<file path="src/sv/rics_pkg.sv">
// Shared types, constants and the byte-wide CRC-32 update for the ICRC stream unit.
package rics_pkg;

    localparam logic [31:0] ICRC_SEED     = 32'hdebb20e3;
    localparam logic [31:0] ICRC_POLY     = 32'hedb88320;
    localparam logic [31:0] ICRC_ALL_ONES = 32'hffffffff;
    localparam logic [7:0]  BYTE_ONES     = 8'hff;
    localparam logic [5:0]  HDR_SPAN      = 6'd40;

    // Header positions whose content varies in flight and enters the CRC as ones.
    localparam logic [5:0] POS_IP_TOS     = 6'd1;
    localparam logic [5:0] POS_IP_TTL     = 6'd8;
    localparam logic [5:0] POS_IP_CSUM_HI = 6'd10;
    localparam logic [5:0] POS_IP_CSUM_LO = 6'd11;
    localparam logic [5:0] POS_UDP_CSUM_H = 6'd26;
    localparam logic [5:0] POS_UDP_CSUM_L = 6'd27;
    localparam logic [5:0] POS_BTH_RESV8A = 6'd32;

    // One classified byte as it travels from the front to the back.
    typedef struct packed {
        logic [7:0] data;
        logic       last;
    } t_word;

    // Head of the queue as seen by the back end.
    typedef struct packed {
        logic  valid;
        t_word word;
    } t_q_head;

    function automatic logic is_variant(input logic [5:0] pos);
        logic hit;
        hit = 1'b0;
        case (pos)
            POS_IP_TOS, POS_IP_TTL, POS_IP_CSUM_HI, POS_IP_CSUM_LO,
            POS_UDP_CSUM_H, POS_UDP_CSUM_L, POS_BTH_RESV8A: hit = 1'b1;
            default: hit = 1'b0;
        endcase
        return hit;
    endfunction

    // Reflected CRC-32, one byte, LSB first.
    function automatic logic [31:0] crc_feed(input logic [31:0] crc, input logic [7:0] b);
        logic [31:0] r;
        r = crc ^ {24'd0, b};
        for (int k = 0; k < 8; k++) begin
            if (r[0]) begin
                r = (r >> 1) ^ ICRC_POLY;
            end else begin
                r = r >> 1;
            end
        end
        return r;
    endfunction

endpackage

</file>
<file path="src/sv/rics_if.sv">
// Valid/ready channel interfaces for packet bytes and ICRC results.
interface rics_byte_if;
    logic       valid;
    logic       ready;
    logic [7:0] data_byte;
    logic       last_byte;

    modport source (output valid, output data_byte, output last_byte, input ready);
    modport sink   (input valid, input data_byte, input last_byte, output ready);
endinterface

interface rics_icrc_if;
    logic        valid;
    logic        ready;
    logic [31:0] icrc;

    modport source (output valid, output icrc, input ready);
    modport sink   (input valid, input icrc, output ready);
endinterface

</file>
<file path="src/sv/rics_front.sv">
// Front end: tracks the header position and masks variant header bytes.
module rics_front (
    input  logic           i_clk,
    input  logic           i_rst_n,
    rics_byte_if.sink      i_in,
    input  logic           i_q_full,
    output logic           o_push,
    output rics_pkg::t_word o_word
);

    logic [5:0] r_pos;
    logic [5:0] n_pos;
    logic       in_hdr;

    assign i_in.ready = ~i_q_full;
    assign o_push     = i_in.valid & ~i_q_full;
    assign in_hdr     = (r_pos < rics_pkg::HDR_SPAN);

    always_comb begin
        o_word.last = i_in.last_byte;
        if (in_hdr && rics_pkg::is_variant(r_pos)) begin
            o_word.data = rics_pkg::BYTE_ONES;
        end else begin
            o_word.data = i_in.data_byte;
        end
    end

    always_comb begin
        n_pos = r_pos;
        if (o_push) begin
            if (i_in.last_byte) begin
                n_pos = 6'd0;
            end else if (in_hdr) begin
                n_pos = r_pos + 6'd1;
            end
        end
    end

    always_ff @(posedge i_clk) begin
        if (!i_rst_n) begin
            r_pos <= 6'd0;
        end else begin
            r_pos <= n_pos;
        end
    end

endmodule

</file>
<file path="src/sv/rics_fifo.sv">
// Short queue of classified bytes between the front and back ends.
module rics_fifo #(
    parameter int DEPTH = 4
) (
    input  logic             i_clk,
    input  logic             i_rst_n,
    input  logic             i_push,
    input  rics_pkg::t_word  i_word,
    input  logic             i_pop,
    output logic             o_full,
    output rics_pkg::t_q_head o_head
);

    localparam int PW = (DEPTH > 1) ? $clog2(DEPTH) : 1;
    localparam int CW = $clog2(DEPTH + 1);
    localparam logic [PW-1:0] LAST_IDX = PW'(DEPTH - 1);
    localparam logic [CW-1:0] FULL_CNT = CW'(DEPTH);

    rics_pkg::t_word r_mem [DEPTH];
    logic [PW-1:0]   r_wr_ptr;
    logic [PW-1:0]   r_rd_ptr;
    logic [CW-1:0]   r_count;
    logic            do_pop;

    assign o_full       = (r_count == FULL_CNT);
    assign o_head.valid = (r_count != '0);
    assign o_head.word  = r_mem[r_rd_ptr];
    assign do_pop       = i_pop & o_head.valid;

    always_ff @(posedge i_clk) begin
        if (i_push) begin
            r_mem[r_wr_ptr] <= i_word;
        end
    end

    always_ff @(posedge i_clk) begin
        if (!i_rst_n) begin
            r_wr_ptr <= '0;
            r_rd_ptr <= '0;
            r_count  <= '0;
        end else begin
            if (i_push) begin
                r_wr_ptr <= (r_wr_ptr == LAST_IDX) ? '0 : r_wr_ptr + PW'(1);
            end
            if (do_pop) begin
                r_rd_ptr <= (r_rd_ptr == LAST_IDX) ? '0 : r_rd_ptr + PW'(1);
            end
            case ({i_push, do_pop})
                2'b10:   r_count <= r_count + CW'(1);
                2'b01:   r_count <= r_count - CW'(1);
                default: r_count <= r_count;
            endcase
        end
    end

endmodule

</file>
<file path="src/sv/rics_back.sv">
// Back end: runs the CRC over queued bytes and holds the ICRC output register.
module rics_back (
    input  logic              i_clk,
    input  logic              i_rst_n,
    input  rics_pkg::t_q_head i_head,
    output logic              o_pop,
    rics_icrc_if.source       o_out
);

    logic [31:0] r_crc;
    logic [31:0] r_icrc;
    logic        r_out_valid;
    logic [31:0] crc_next;
    logic        out_free;

    assign out_free = ~r_out_valid | o_out.ready;
    assign o_pop    = i_head.valid & (~i_head.word.last | out_free);
    assign crc_next = rics_pkg::crc_feed(r_crc, i_head.word.data);

    assign o_out.valid = r_out_valid;
    assign o_out.icrc  = r_icrc;

    always_ff @(posedge i_clk) begin
        if (o_pop && i_head.word.last) begin
            r_icrc <= ~crc_next;
        end
    end

    always_ff @(posedge i_clk) begin
        if (!i_rst_n) begin
            r_crc       <= rics_pkg::ICRC_SEED;
            r_out_valid <= 1'b0;
        end else begin
            if (o_pop) begin
                r_crc <= i_head.word.last ? rics_pkg::ICRC_SEED : crc_next;
            end
            if (o_pop && i_head.word.last) begin
                r_out_valid <= 1'b1;
            end else if (o_out.ready) begin
                r_out_valid <= 1'b0;
            end
        end
    end

endmodule

</file>
<file path="src/sv/rocev2_icrc_stream_unit.sv">
// Top level of the streaming RoCEv2 ICRC generator for IPv4 packets.
// Throughput: one packet byte per cycle, sustained, while the result side keeps up.
// The last byte passes through the byte queue, and its ICRC is then registered in the back end's output register.
// The byte-wide CRC update in the back end is the feedback loop that sets the rate.
// Reset (synchronous, active low) empties the queue, drops any pending result,
// reloads the CRC seed and clears the header position.
module rocev2_icrc_stream_unit #(
    parameter int QUEUE_DEPTH = 4
) (
    input  logic        i_clk,
    input  logic        i_rst_n,
    rics_byte_if.sink   i_in,
    rics_icrc_if.source o_out
);

    // The front end classifies each incoming word: it knows where in the
    // header the word sits and replaces variant fields with all ones.
    // Its only stall is a full queue, so input ready does not depend on the
    // output side until the queue has filled.
    rics_pkg::t_word   front_word;
    logic              front_push;
    logic              q_full;
    rics_pkg::t_q_head q_head;
    logic              back_pop;

    rics_front u_front (
        .i_clk    (i_clk),
        .i_rst_n  (i_rst_n),
        .i_in     (i_in),
        .i_q_full (q_full),
        .o_push   (front_push),
        .o_word   (front_word)
    );

    // The queue decouples the two halves so that a stalled ICRC result only
    // blocks the back end while the front end keeps taking words until the queue fills.
    rics_fifo #(
        .DEPTH (QUEUE_DEPTH)
    ) u_fifo (
        .i_clk   (i_clk),
        .i_rst_n (i_rst_n),
        .i_push  (front_push),
        .i_word  (front_word),
        .i_pop   (back_pop),
        .o_full  (q_full),
        .o_head  (q_head)
    );

    // The back end folds one word per cycle into the CRC. Only the word that
    // closes a packet needs room in the output register; every other word
    // drains even while a result waits to be taken.
    rics_back u_back (
        .i_clk   (i_clk),
        .i_rst_n (i_rst_n),
        .i_head  (q_head),
        .o_pop   (back_pop),
        .o_out   (o_out)
    );

endmodule

</file>
<file path="src/flat_wrapper.sv">
// flat-port wrapper written by rule: the top's interface ports become plain ports
module rocev2_icrc_stream_unit_flat 
#(
    parameter int QUEUE_DEPTH = 4
)
  (i_clk, i_rst_n, i_in_valid, i_in_data_byte, i_in_last_byte, i_in_ready, o_out_valid, o_out_icrc, o_out_ready);
  rics_byte_if i_in_i ();
  rics_icrc_if o_out_i ();
  input  logic i_clk;
  input  logic i_rst_n;
  input wire logic [$bits(i_in_i.valid)-1:0] i_in_valid;
  input wire logic [$bits(i_in_i.data_byte)-1:0] i_in_data_byte;
  input wire logic [$bits(i_in_i.last_byte)-1:0] i_in_last_byte;
  output wire logic [$bits(i_in_i.ready)-1:0] i_in_ready;
  output wire logic [$bits(o_out_i.valid)-1:0] o_out_valid;
  output wire logic [$bits(o_out_i.icrc)-1:0] o_out_icrc;
  input wire logic [$bits(o_out_i.ready)-1:0] o_out_ready;
  assign i_in_i.valid = i_in_valid;
  assign i_in_i.data_byte = i_in_data_byte;
  assign i_in_i.last_byte = i_in_last_byte;
  assign i_in_ready = i_in_i.ready;
  assign o_out_valid = o_out_i.valid;
  assign o_out_icrc = o_out_i.icrc;
  assign o_out_i.ready = o_out_ready;
  rocev2_icrc_stream_unit #(.QUEUE_DEPTH(QUEUE_DEPTH)) u_core (.i_clk(i_clk), .i_rst_n(i_rst_n), .i_in(i_in_i), .o_out(o_out_i));
endmodule
</file>
<file path="config.mk">
export PLATFORM = sky130hd
export DESIGN_NAME = rocev2_icrc_stream_unit_flat
export DESIGN_NICKNAME = d
export VERILOG_FILES = /design/src/sv/rics_pkg.sv /design/src/sv/rics_if.sv /design/src/sv/rics_front.sv /design/src/sv/rics_fifo.sv /design/src/sv/rics_back.sv /design/src/sv/rocev2_icrc_stream_unit.sv /design/src/flat_wrapper.sv
export SDC_FILE = /design/constraint.sdc
export NUM_CORES = 1
export LEC_CHECK = 0
export BUFFER_PORTS_ARGS = -buffer_cell sky130_fd_sc_hd__buf_2
export CORE_MARGIN = 2
export CORE_UTILIZATION = 35
export CTS_CLUSTER_SIZE = 25
export DETAILED_ROUTE_END_ITERATION = 12
export SYNTH_ARGS = -nofsm -noshare
export SYNTH_HDL_FRONTEND = slang
export SYNTH_SLANG_ARGS = --single-unit
</file>
<file path="constraint.sdc">
create_clock -name i_clk -period 3.6 [get_ports i_clk]
set_input_delay 1.08 -clock i_clk [delete_from_list [all_inputs] [get_ports i_clk]]
set_output_delay 1.08 -clock i_clk [all_outputs]
set_load 0.03 [all_outputs]
</file>
==> flow_summary_export.csv <==
group,metric,value,unit
outcome,status,"completed",
clock_network,cts_setup_buffers,0,
yosys,synth_most_common_cell,"edfxtp_1",
yosys,synth_top_area_cell,"edfxtp_1",
clock_network,ctsHoldBuffers,0,
yosys,syn_avg_cell_area,13.7,sq um
global_routing,grt_pass1_vias,3002,
placed_design,dp.cells,602,
sta,worst_slew_pin_slew,0.682,ns
yosys,synth_top_area_frac,0.391,
global_routing,grt.total_usage,0.133,
hold_path,whs_path_depth,2,
sta,finalMaxSlewViolations,0,
yosys,syn-instance-count,381,
clock_network,cts_buffers,17,
sta,hold_viol_final,0,
clock_network,tritoncts,"built",
sta,fmax,0.337,GHz
global_routing,grt_pass1_wl,15900,microns
clock_network,post_cts_resized,0,
die,die_y,126,microns
critical_path,crit_type,"flip-flop to flip-flop",
sta,rsz0062_at_grt,"false",
yosys,synth_seq_cells,116,
die,ioPinCount,47,
sta,fin_skew,0.00710,ns
critical_path,cp.arrival,3.30,ns
die,core,0.0146,sq mm
die,rows,44,
yosys,synth_fp_nets,405,
hold_path,min_path_type,"flip-flop to flip-flop",
sta,period_share,0.823,
placed_design,io_buffers,46,
critical_path,start_kind,"flip-flop",
drt,drtIter0Drc,155,
sta,fin_crit,2.96,ns
sta,post-route-worst-setup-slack,0.637,ns
yosys,synth_common_cells,"edfxtp_1 (68), dfxtp_1 (48), nand2_1 (39)",
sta,tns,0,ns
yosys,yosysUniqueCellTypes,41,
critical_path,cp.required,3.94,ns
critical_path,endpoint_kind,"flip-flop",
yosys,synth_edf_count,68,
clock_network,root_buffer,"clkbuf_16",
global_routing,grt_start_max_net_pins,51,
hold_path,hp-start,"u_core.u_back.r_crc[29]$_SDFFE_PN0N_",
cells_and_area,post-route-util,0.429,
die,initial_core_util,0.358,
flow_run,maxCapViolations,0,
cells_and_area,drive_above_1_share,0.251,
global_routing,globalRoute.totalOverflow,0,
clock_network,clkSlewWorstSetupHoldPaths,0.05,ns
yosys,seq_area_frac_synth,0.574,
yosys,ys.flop_type,"edfxtp_1",
drt,vias_per_cell,4.66,
global_routing,antenna_found_initial,0,
clock_network,clock_path_buffers,2,
sta,relSlewSlack,0.545,
yosys,ys_warn_count,0,
cells_and_area,instances_no_fill,634,
cells_and_area,nets,461,
drt,vias,2957,
yosys,synthArstFlopShare,0,
placed_design,place_congestion,0.792,
drt,drtAntennaViolNets,0,
die,die_area,0.0159,sq mm
placed_design,pre_cts_slack,0.611,ns
die,dieWidth,126,microns
cells_and_area,num_antenna_cells,0,
clock_network,htreeDepth,4,
critical_path,ff2ff_path_depth,9,
yosys,netlist_area,0.00523,sq mm
critical_path,worstPathMaxFanout,9,
drt,drtPass1Iterations,4,
drt,wirelength,9720,microns
sta,finalSetupViolations,0,
drt,routedWlPerCell,15.3,microns
clock_network,clock-sinks,116,
cells_and_area,fillCellCount,1318,
drt,drc,0,
placed_design,dp_hpwl,6930,microns
yosys,synth.area.top_cells,"edfxtp_1 (39%), dfxtp_1 (18%), xnor2_4 (5.3%)",
cells_and_area,areaGrowthSynthToFinish,19.8,%
clock_network,clk_latency,0.41,ns
placed cells by master (no fill, tap or decap), types with 6 or more instances in the layout:
cell	instances
edfxtp_1	68
dfxtp_1	48
buf_2	46
nand2_1	39
xnor2_1	29
xor2_1	25
clkbuf_16	17
o211ai_1	16
and2_1	14
inv_1	13
nor2_1	11
xnor2_4	10
ha_1	10
a21boi_0	9
or2_2	8
a21oi_1	7
mux4_2	6
o21ai_0	6
o31ai_1	6
buf_4	6
flip-flops by register name, indices dropped and copies added, names as in the netlist, named ones only:
| signal | count |
|---|---|
| u_core.u_fifo.r_mem | 36 |
| u_core.u_fifo.r_count | 3 |
| u_core.u_back.r_crc | 32 |
| u_core.u_back.o_out.icrc | 32 |
| u_core.u_front.r_pos | 6 |
| u_core.u_fifo.r_rd_ptr | 2 |
| u_core.u_fifo.r_wr_ptr | 2 |
| u_core.u_back.o_out.valid | 1 |
logic make-up after synthesis:
logic type,share of synthesized area
AOI/OAI and AO/OA,0.0692
and+or+nand+nor,0.0838
muxes,0.0428
adders and majority gates,0.0278
buffers and inverters,0.0218
DFF,0.574
xor gates and xnor gates,0.180
final timing paths:
check                                     endpoint  slack, ns
max          u_core.u_fifo.r_count[2]$_SDFFE_PN0P_       0.64
min           u_core.u_back.r_crc[29]$_SDFFE_PN0N_       0.47
max reg2reg  u_core.u_fifo.r_count[2]$_SDFFE_PN0P_       0.64
min reg2reg   u_core.u_back.r_crc[29]$_SDFFE_PN0N_       0.47
final cells by class:
cell class	instances	area (sq um)	share of cell area
multi-input combinational	237	2110	0.337
clock inverter	12	136	0.0218
timing repair buffer	52	275	0.0440
sequential	116	3000	0.480
tap	184	230	0.0368
inverter	13	48.8	0.00779
clock buffer	20	457	0.0729
stage by stage:
stage          cell area (sq um)  hold slack [ns]
6_report                    6260            0.472
3_3_place_gp                5670            0.459
5_1_grt                     6260            0.513
4_1_cts                     6260            0.477
3_5_place_dp                5670            0.465
2_1_floorplan               5230            0.445
critical path, cell delays in order, from the launching register on:
cell and delay (ns):
dfxtp_1 0.51, mux4_1 0.78, a31o_2 0.32, inv_1 0.06, ha_1 0.17, inv_1 0.06
fa_1 0.38, xor2_1 0.16, or3_1 0.30, a21boi_0 0.16
metal layers:
| layer | GRT usage | vias to the layer above | wire length [microns] |
|---|---|---|---|
| met1 | 0.167 | 1410 | 4380 |
| met3 | 0.0476 | 17 | 526 |
| met5 | 0 | - | 0 |
| li1 | - | 1449 | - |
| met2 | 0.210 | 81 | 4640 |
| met4 | 0.0549 | 0 | 170 |
Power is not shown: default switching activity piles up to over one toggle a cycle in this logic, so the estimate is an artifact.
